## config.mk

```make
export PLATFORM = sky130hd
export DESIGN_NAME = sum_checked_frame_parser
export DESIGN_NICKNAME = d
export VERILOG_FILES = /design/src/sv/scfp_pkg.sv /design/src/sv/scfp_parser.sv /design/src/sv/scfp_out_reg.sv /design/src/sv/sum_checked_frame_parser.sv
export SDC_FILE = /design/constraint.sdc
export NUM_CORES = 1
export LEC_CHECK = 0
export BUFFER_PORTS_ARGS = -buffer_cell sky130_fd_sc_hd__buf_2
export CAP_MARGIN = 20
export CELL_PAD_IN_SITES_DETAIL_PLACEMENT = 0
export CELL_PAD_IN_SITES_GLOBAL_PLACEMENT = 1
export CORE_MARGIN = 3
export CORE_UTILIZATION = 50
export CTS_BUF_LIST = sky130_fd_sc_hd__clkbuf_2
export CTS_CLUSTER_SIZE = 20
export DETAILED_ROUTE_END_ITERATION = 12
export GPL_TIMING_DRIVEN = 0
export HOLD_SLACK_MARGIN = 0.06
export PLACE_DENSITY_LB_ADDON = 0.1
export SETUP_SLACK_MARGIN = 0.15
export SYNTH_ARGS = -nofsm -noshare
export SYNTH_HDL_FRONTEND = slang
export SYNTH_SLANG_ARGS = --single-unit
```

## constraint.sdc

```tcl
create_clock -name clk -period 11.5 [get_ports clk]
set_input_delay 0.575 -clock clk [delete_from_list [all_inputs] [get_ports clk]]
set_output_delay 0.575 -clock clk [all_outputs]
set_load 0.01 [all_outputs]
```

## src/sv/scfp_pkg.sv

```systemverilog
// Shared types, constants and a helper function for the sum-checked frame parser.
package scfp_pkg;

  localparam logic [7:0] HDR_BYTE          = 8'hAA;
  localparam logic [7:0] LEN_BYTE          = 8'h0D;

  // Frame positions
  localparam logic [3:0] POS_HDR           = 4'd0;
  localparam logic [3:0] POS_LEN           = 4'd1;
  localparam logic [3:0] POS_FIRST_PAYLOAD = 4'd2;
  localparam logic [3:0] POS_LAST_PAYLOAD  = 4'd11;
  localparam logic [3:0] POS_CHECK         = 4'd12;

  localparam int unsigned FIRST_PAYLOAD = 2;
  localparam int unsigned LAST_PAYLOAD  = 11;

  localparam int unsigned OUT_TDATA_W   = 88;

  // Decoded frame; first member sits in the top bits.
  typedef struct packed {
    logic [31:0]       good_frames;
    logic signed [8:0] base_dy;
    logic signed [8:0] base_dx;
    logic [7:0]        base_index;
    logic signed [8:0] center_dy;
    logic signed [8:0] center_dx;
    logic [7:0]        target_flag;
  } scfp_result_t;

  localparam int unsigned RESULT_W = $bits(scfp_result_t);

  typedef struct packed {
    logic         valid;
    scfp_result_t data;
  } scfp_res_bus_t;

  // Sign/magnitude pair to 9-bit two's complement; any nonzero sign is negative.
  function automatic logic signed [8:0] sm_to_s9(input logic [7:0] sgn, input logic [7:0] mag);
    logic signed [8:0] m;
    m = $signed({1'b0, mag});
    return (sgn != 8'd0) ? -m : m;
  endfunction

endpackage

```

## src/sv/scfp_parser.sv

```systemverilog
// Frame tracker: position counter, running checksum, payload store and frame decode.
module scfp_parser (
  input  logic                  clk,
  input  logic                  rst_n,
  input  logic                  byte_en,
  input  logic [7:0]            rx_byte,
  output scfp_pkg::scfp_res_bus_t res
);
  import scfp_pkg::*;

  logic [3:0]  pos_r,   pos_nxt;
  logic [7:0]  sum_r,   sum_nxt;
  logic [31:0] tally_r, tally_nxt;
  logic [7:0]  store_r [FIRST_PAYLOAD:LAST_PAYLOAD];
  logic        store_we;
  logic        good;

  always_comb begin
    pos_nxt   = pos_r;
    sum_nxt   = sum_r;
    tally_nxt = tally_r;
    store_we  = 1'b0;
    good      = 1'b0;
    if (byte_en) begin
      if (pos_r == POS_HDR || pos_r > POS_CHECK) begin
        // hunting for the header
        if (rx_byte == HDR_BYTE) begin
          sum_nxt = HDR_BYTE;
          pos_nxt = POS_LEN;
        end else begin
          sum_nxt = 8'd0;
          pos_nxt = POS_HDR;
        end
      end else if (pos_r == POS_LEN) begin
        if (rx_byte == LEN_BYTE) begin
          sum_nxt = sum_r + rx_byte;
          pos_nxt = POS_FIRST_PAYLOAD;
        end else if (rx_byte == HDR_BYTE) begin
          sum_nxt = HDR_BYTE;   // restart on a fresh header
          pos_nxt = POS_LEN;
        end else begin
          sum_nxt = 8'd0;
          pos_nxt = POS_HDR;
        end
      end else if (pos_r <= POS_LAST_PAYLOAD) begin
        store_we = 1'b1;
        sum_nxt  = sum_r + rx_byte;
        pos_nxt  = pos_r + 4'd1;
      end else begin
        // checksum byte
        pos_nxt = POS_HDR;
        sum_nxt = 8'd0;
        if (sum_r == rx_byte) begin
          good      = 1'b1;
          tally_nxt = tally_r + 32'd1;
        end
      end
    end
  end

  always_ff @(posedge clk) begin
    if (!rst_n) begin
      pos_r   <= POS_HDR;
      sum_r   <= 8'd0;
      tally_r <= 32'd0;
    end else begin
      pos_r   <= pos_nxt;
      sum_r   <= sum_nxt;
      tally_r <= tally_nxt;
    end
  end

  always_ff @(posedge clk) begin
    for (int i = FIRST_PAYLOAD; i <= LAST_PAYLOAD; i++) begin
      if (store_we && pos_r == 4'(i)) begin
        store_r[i] <= rx_byte;
      end
    end
  end

  always_comb begin
    res.valid            = good;
    res.data.target_flag = store_r[2];
    res.data.center_dx   = sm_to_s9(store_r[3], store_r[4]);
    res.data.center_dy   = sm_to_s9(store_r[5], store_r[6]);
    res.data.base_index  = store_r[7];
    res.data.base_dx     = sm_to_s9(store_r[8], store_r[9]);
    res.data.base_dy     = sm_to_s9(store_r[10], store_r[11]);
    res.data.good_frames = tally_nxt;
  end

endmodule

```

## src/sv/scfp_out_reg.sv

```systemverilog
// Result register holding one decoded frame until the receiver takes it.
module scfp_out_reg (
  input  logic                    clk,
  input  logic                    rst_n,
  input  scfp_pkg::scfp_res_bus_t res,
  input  logic                    load_en,
  output logic                    out_tvalid,
  input  logic                    out_tready,
  output logic [scfp_pkg::OUT_TDATA_W-1:0] out_tdata
);
  import scfp_pkg::*;

  logic         valid_r, valid_nxt;
  scfp_result_t data_r;

  always_comb begin
    valid_nxt = valid_r;
    if (load_en && res.valid) begin
      valid_nxt = 1'b1;
    end else if (out_tready) begin
      valid_nxt = 1'b0;
    end
  end

  always_ff @(posedge clk) begin
    if (!rst_n) begin
      valid_r <= 1'b0;
    end else begin
      valid_r <= valid_nxt;
    end
  end

  always_ff @(posedge clk) begin
    if (load_en && res.valid) begin
      data_r <= res.data;
    end
  end

  assign out_tvalid = valid_r;
  assign out_tdata  = {(OUT_TDATA_W - RESULT_W)'(0), data_r};

endmodule

```

## src/sv/sum_checked_frame_parser.sv

```systemverilog
// Top level of the sum-checked serial frame parser.
//
// Input stream (in_*): one received byte per transfer in in_tdata[7:0].
// The block hunts for header 0xAA followed by 0x0D, collects payload bytes
// 2..11, and compares the 8-bit sum of bytes 0..11 with byte 12. A frame
// that fails the check is dropped without any output.
// Output stream (out_*): one transfer per good frame with the decoded flag,
// the four signed errors, the base index and a wrapping 32-bit frame count.
// The checksum byte is registered in the byte register on its input transfer,
// and its frame is then loaded into the result register that drives out_tvalid.
// Throughput: one byte per cycle unless a pending result stalls on out_tready;
// byte and result registers move together, so both sides may run back to back.
// Stall: while a result waits on out_tready low, one more byte may sit in the
// input register; after that in_tready drops until the result is taken.
// Reset (rst_n low, synchronous): position returns to hunting, the checksum
// and frame count clear, both stream registers empty.
module sum_checked_frame_parser (
  input  logic        clk,
  input  logic        rst_n,
  input  logic        in_tvalid,
  output logic        in_tready,
  input  logic [7:0]  in_tdata,   // [7:0] rx_byte
  output logic        out_tvalid,
  input  logic        out_tready,
  // [7:0] target_flag, [16:8] center_dx, [25:17] center_dy, [33:26] base_index,
  // [42:34] base_dx, [51:43] base_dy, [83:52] good_frames, [87:84] zero
  output logic [scfp_pkg::OUT_TDATA_W-1:0] out_tdata
);
  import scfp_pkg::*;

  logic          byte_valid_r, byte_valid_nxt;
  logic [7:0]    byte_r;
  logic          advance;
  scfp_res_bus_t res;

  // The byte stage moves on whenever the result register can take a frame.
  assign advance   = !out_tvalid || out_tready;
  assign in_tready = !byte_valid_r || advance;

  always_comb begin
    byte_valid_nxt = byte_valid_r;
    if (in_tready) begin
      byte_valid_nxt = in_tvalid;
    end
  end

  always_ff @(posedge clk) begin
    if (!rst_n) begin
      byte_valid_r <= 1'b0;
    end else begin
      byte_valid_r <= byte_valid_nxt;
    end
  end

  always_ff @(posedge clk) begin
    if (in_tvalid && in_tready) begin
      byte_r <= in_tdata;
    end
  end

  scfp_parser u_parser (
    .clk     (clk),
    .rst_n   (rst_n),
    .byte_en (byte_valid_r && advance),
    .rx_byte (byte_r),
    .res     (res)
  );

  scfp_out_reg u_out (
    .clk        (clk),
    .rst_n      (rst_n),
    .res        (res),
    .load_en    (byte_valid_r && advance),
    .out_tvalid (out_tvalid),
    .out_tready (out_tready),
    .out_tdata  (out_tdata)
  );

endmodule

```

==> results.yml, run 1 <==
status:
  status: "finished clean"
clock_network:
  cts.path.max_buffers: 3
  cts_inserted_buffers: 52
  post-cts-setup-buffers: 0
  path_clk_slew_ns: 0.11
  root_buffer: "clkbuf_2"
  htreeDepth: 2
  clk_latency_ns: 0.80
  cts_sinks: 218
  cts_tree: "built"
route:
  viasPerCell: 5.195
  drtPass1Iterations: 5
  drtIter0Drc: 263
  vias: 5538
  wl_per_cell_um: 15.76
  ant_nets: 0
  drc_errors: 0
  routed_wl_mm: 16.80
global_route:
  track_usage_pct: 18.15
  grt_max_degree: 16
  top_usage_layer: "met2"
  antenna_found_initial: 1
  overflow: 0
  grt_pass1_wl_mm: 26.99
  grt_pass1_vias: 5568
  grt_use_met1_pct: 21.63
  grt_use_met3_pct: 5.296
  use_met2_pct: 30.99
place:
  portBuffers: 97
  dpl.hpwl_mm: 11.17
  placed_area_mm2: 0.009549
  post-place-ws_ns: 7.897
  gp_congestion: 0.8421
power:
  p_per_area_mw_per_mm2: 134.1
  swShare_pct: 23.25
  intPower_mw: 1.041
  switchingPower_uw: 315.2
  power_mw: 1.356
  pwr-share-comb_pct: 1.6
  p_clk_share_pct: 35.0
  pwr-share-seq_pct: 63.4
  vdd_drop_max_uv: 71.57
  p_leak_nw: 3.695
final_layout:
  final_cell_mix: "172 x edfxtp_1, 100 x buf_2, 79 x clkbuf_2"
  syn_to_final_growth_pct: 16.36
  fin_util_pct: 60.10
  final_common_cell: "edfxtp_1"
  layout-drive-gt1-share_pct: 24.14
  final_nets: 834
  fin_area_mm2: 0.01011
floorplan:
  io-pin-count: 102
  die_x_um: 137.8
  die-area_mm2: 0.01899
  die_h_um: 137.8
  num_rows: 47
  core_area_mm2: 0.01682
  start_util_pct: 51.65
yosys:
  ys_warn_count: 0
  yosysTopAreaCell: "edfxtp_1"
  synth_edf_count: 172
  synth_seq_cells: 218
  synth_top_area_share_pct: 59.46
  postSynthAreaPerCell_um2: 13.72
  seq_area_frac_synth_pct: 70.06
  netlist_area_mm2: 0.008687
  synth_cell_types: 49
  async_reset_ff_share_pct: 0
  syn_inst: 633
  synthFlopType: "edfxtp_1"
  synthTopCellsByArea: "edfxtp_1 59%, dfxtp_1 11%, nand2_1 2.4%"
flow_run:
  cap_violations: 0
timing:
  finClkSkew_ns: 0.06023
  worstMarginPinSlew_ns: 0.7108
  finalSetupViolCount: 0
  fin_ws_ns: 7.958
  slew_headroom_pct: 52.50
  finalHoldViolCount: 0
  finalCritPeriodShare_pct: 30.80
  rsz0062_at_grt: "no"
  fin_crit_ns: 3.542
  tns_ns: 0
  drv_slew: 0
  fmax_mhz: 282.4
worst_setup_path:
  path_max_fanout: 12
  critPathLaunchType: "register"
  cp.arrival_ns: 4.09
  worstPathRequired_ns: 12.05
  path_class: "reg -> reg"
  crit_path_end_kind: "register"
hold_path:
  hold_path_class: "in -> reg"
[through the flow]
step,instances,hold WS [ns]
after CTS,1065,0.09971
after global placement,953,0.4043
after global routing,1066,0.1226
after detailed placement,961,0.4082
final,1066,0.1910
after floorplan,636,0.4003
[sequential cells by signal, summed over array words and instances (netlist names)]
| register | count |
|---|---|
| byte_valid_r | 1 |
| u_out.out_tdata | 84 |
| byte_r | 8 |
| u_out.out_tvalid | 1 |
| u_parser.sum_r | 8 |
| u_parser.tally_r | 32 |
| u_parser.pos_r | 4 |
| u_parser.store_r | 80 |
[what timing repair did]
action	4_1_cts	5_1_grt
resized for setup	0	0
hold buffers	10	0
endpoints found under the hold margin	12	0
[power groups by stage]
stage | Clock, mW | Combinational, mW | Sequential [mW]
after CTS | 0.494 | 0.0220 | 0.860
after global routing | 0.532 | 0.0247 | 0.861
final | 0.474 | 0.0221 | 0.859
after global placement | 0 | 0.0186 | 0.878
after floorplan | 0 | 0.0130 | 0.871
after detailed placement | 0 | 0.0191 | 0.878
[worst paths after layout]
| kind | startpoint | end | slack [ns] | cells past startpoint |
|---|---|---|---|---|
| max | byte_r[4]$_DFFE_PP_ | u_out.out_tdata[68]$_DFFE_PP_ | 7.96 | 9 |
| min | out_tready | u_out.out_tvalid$_SDFFE_PN0P_ | 0.19 | 4 |
| max reg2reg | byte_r[4]$_DFFE_PP_ | u_out.out_tdata[68]$_DFFE_PP_ | 7.96 | 9 |
| min reg2reg | u_parser.store_r[2][4]$_DFFE_PP_ | u_out.out_tdata[4]$_DFFE_PP_ | 0.42 | 0 |
[critical path: stages (launching register included)]
cell      delay (ns)
edfxtp_1        0.71
ha_1            0.33
clkbuf_1        0.19
nor4_1          0.28
nand4_1         0.32
or3_1           0.44
clkbuf_1        0.23
clkbuf_1        0.29
o21a_1          0.24
or2_2           0.29
[kinds of logic (layout without fill, tap and decap cells)]
group,after synthesis,after routing,synth area share [%]
AO/OA/AOI/OAI,89,89,6.654
XOR/XNOR,44,44,4.436
multiplexers,6,6,0.7345
adder cells (fa/ha/maj),17,17,2.535
flip-flops,218,218,70.06
AND/OR/NAND/NOR,223,223,13.83
other,1,5,0.04317
buffers and inverters,35,244,1.714
[synthesized netlist by cell type, types with 4 or more instances]
cell and number:
and4_1 5, a211oi_1 4, o21a_1 5, nand2b_1 5, nand3_1 11, xnor2_1 22, and3_1 7, a21oi_1 33
or4_1 12, xor2_1 22, nor2_1 30, buf_4 4, nand2_1 56, edfxtp_1 172, o21ai_0 15, nor3_1 11
clkbuf_1 14, ha_1 16, or3_1 12, and2_1 27, nor3b_1 4, o31ai_1 16, nor4_1 20, dfxtp_1 46
inv_1 14, nand4_1 13
[per-layer routing]
layer	up-vias	wire length, µm
met5	-	0
li1	2749	-
met3	31	936
met4	0	316
met2	143	8290
met1	2615	7254
[final cells by class]
class | instances | area [µm²]
fillers | 1403 | 6710
flip-flops and latches | 218 | 6086
multi-input cells | 383 | 2470
repair buffers | 115 | 669.4
clock buffers | 79 | 395.4
well taps | 220 | 275.3
plain buffers | 20 | 92.59
clock inverters | 15 | 61.31
inverters | 15 | 56.30
diodes | 1 | 2.502
(Power assumes the default switching activity.)
==> run 2, diff against run 1 <==
--- a/config.mk
+++ b/config.mk
@@ -10,7 +10,7 @@
 export CELL_PAD_IN_SITES_DETAIL_PLACEMENT = 0
 export CELL_PAD_IN_SITES_GLOBAL_PLACEMENT = 1
 export CORE_MARGIN = 3
-export CORE_UTILIZATION = 50
+export CORE_UTILIZATION = 45
 export CTS_BUF_LIST = sky130_fd_sc_hd__clkbuf_2
 export CTS_CLUSTER_SIZE = 20
 export DETAILED_ROUTE_END_ITERATION = 12
==> constraint.sdc (replaced) <==
create_clock -name clk -period 3.2 [get_ports clk]
set_input_delay 0.16 -clock clk [delete_from_list [all_inputs] [get_ports clk]]
set_output_delay 0.16 -clock clk [all_outputs]
set_load 0.01 [all_outputs]
==> run 2 against run 1 <==
Effect of this change: fmax rose by 19%; sequential share of layout area decreased by 2.2 points; clock power rose to 3.8 times the previous value; via count rose by 1.4%; critical endpoint is now u_out.out_tdata[69]$_DFFE_PP_; largest power group unchanged; highest routed layer unchanged.
==> results.yml, run 2 (synthesis results as in run 1) <==
status:
  status: "finished clean"
final_layout:
  layout-drive-gt1-share_pct: 26.01
  final_nets: 857
  fin_util_pct: 55.72
  final_cell_mix: "172 x edfxtp_1, 100 x buf_2, 77 x clkbuf_2"
  final_common_cell: "edfxtp_1"
  largest_reg_flops: 84
  syn_to_final_growth_pct: 20.78
timing:
  drv_slew: 0
  worstMarginPinSlew_ns: 0.7980
  finalCritPeriodShare_pct: 93.17
  finalHoldViolCount: 0
  slew_headroom_pct: 46.63
  fmax_mhz: 335.4
  finalSetupViolCount: 0
  finClkSkew_ns: 0.03802
  fin_ws_ns: 0.2187
  hold-worst-slack_ns: 0.2617
  rsz0062_at_grt: "yes"
  fin_crit_ns: 2.981
route:
  drtPass1Iterations: 4
  drtIter0Drc: 214
  met3WireLength_um: 982
  drt-met1-wl_mm: 7.629
  viasPerCell: 4.971
  drc_errors: 0
  ant_nets: 0
  vias: 5617
  highest_layer: "met4"
  routed_wl_mm: 17.85
  wl_met2_mm: 8.759
  wl_per_cell_um: 15.80
floorplan:
  die_h_um: 144.9
  die-area_mm2: 0.02101
  num_rows: 50
  io-pin-count: 102
  start_util_pct: 46.13
  core_area_mm2: 0.01883
  die_x_um: 144.9
global_route:
  antenna_found_initial: 1
  track_usage_pct: 17.07
  grt_pass1_wl_mm: 28.91
  grt_pass1_vias: 5583
  overflow: 0
  grt_max_degree: 25
worst_setup_path:
  path_class: "reg -> reg"
  crit_path_end_kind: "register"
  path_max_fanout: 10
  critPathLaunchType: "register"
  cp.arrival_ns: 3.52
  worstPathRequired_ns: 3.74
  rr_worst_depth: 9
power:
  intPower_mw: 3.836
  swShare_pct: 23.01
  p_leak_nw: 3.842
  power_mw: 4.983
  vdd_drop_max_uv: 383.4
  pwr-share-seq_pct: 61.4
  p_clk_share_pct: 35.7
  p_per_area_mw_per_mm2: 474.9
  pwr-share-comb_pct: 2.9
  switchingPower_mw: 1.147
clock_network:
  cts_tree: "built"
  path_clk_slew_ns: 0.11
  cts_sinks: 218
  clk_latency_ns: 0.78
  root_buffer: "clkbuf_2"
  cts_inserted_buffers: 52
  cts.path.max_buffers: 3
  htreeDepth: 2
flow_run:
  cap_violations: 0
place:
  dpl.hpwl_mm: 11.40
  gp_congestion: 0.7787
  post-place-ws_ns: -0.2761
  portBuffers: 97
hold_path:
  min_path_cells: 5
  hold_path_class: "in -> reg"
-- run 2: metal layers --
| layer | vias to the layer above | track usage, % |
|---|---|---|
| met5 | - | 0 |
| met4 | 0 | 7.173 |
| met3 | 34 | 4.809 |
| met2 | 154 | 29.13 |
| met1 | 2638 | 20.39 |
| li1 | 2791 | - |
-- run 2: layout make-up --
type,instances,area [µm²]
Multi-Input combinational cell,383,2519
Antenna cell,1,2.502
Tap cell,260,325.3
Timing Repair Buffer,138,910.9
Buffer,20,102.6
Clock inverter,18,105.1
Sequential cell,218,6086
Inverter,15,56.30
Fill cell,1613,8338
Clock buffer,77,385.4
-- run 2: power groups by stage --
stage	combinational, mW	clock, mW	sequential (mW)
after floorplan	0.0520	0	3.13
after CTS	0.148	1.86	3.06
after global placement	0.0730	0	3.16
final	0.146	1.78	3.06
after global routing	0.160	2.01	3.06
after detailed placement	0.0748	0	3.16
-- run 2: worst max-delay path: stages, from the launching register on --
cell	delay [ns]
edfxtp_1	0.49
ha_1	0.41
nor3_1	0.20
nand4_1	0.19
buf_4	0.22
buf_4	0.14
clkbuf_1	0.22
nor3_1	0.50
nand3_1	0.22
xnor2_1	0.18
-- run 2: final timing paths --
check                                                 startpoint                             to  slack [ns]
worst max register to register               byte_r[3]$_DFFE_PP_  u_out.out_tdata[69]$_DFFE_PP_        0.22
worst min-delay path                                  out_tready  u_out.out_tvalid$_SDFFE_PN0P_        0.26
worst max-delay path                         byte_r[3]$_DFFE_PP_  u_out.out_tdata[69]$_DFFE_PP_        0.22
worst min register to register  u_parser.store_r[2][3]$_DFFE_PP_   u_out.out_tdata[3]$_DFFE_PP_        0.43
-- run 2: per-stage QoR --
stage / std cells / TNS [ns] / cell area, µm²
finish: 1130 / 0 / 10490
global route: 1130 / 0 / 10490
CTS: 1126 / 0 / 10460
detailed placement: 998 / -3.457 / 9666
global placement: 993 / -177.02 / 9562
floorplan: 636 / -63.57 / 8751
-- run 2: timing repair --
| action | CTS | global route |
|---|---|---|
| hold buffers | 21 | 0 |
| resized for setup | 0 | 3 |
| buffers inserted | 12 | 3 |
| setup endpoints to repair | 113 | 4 |
| pin swaps | 2 | 1 |
| endpoints found under the hold margin | 44 | 0 |
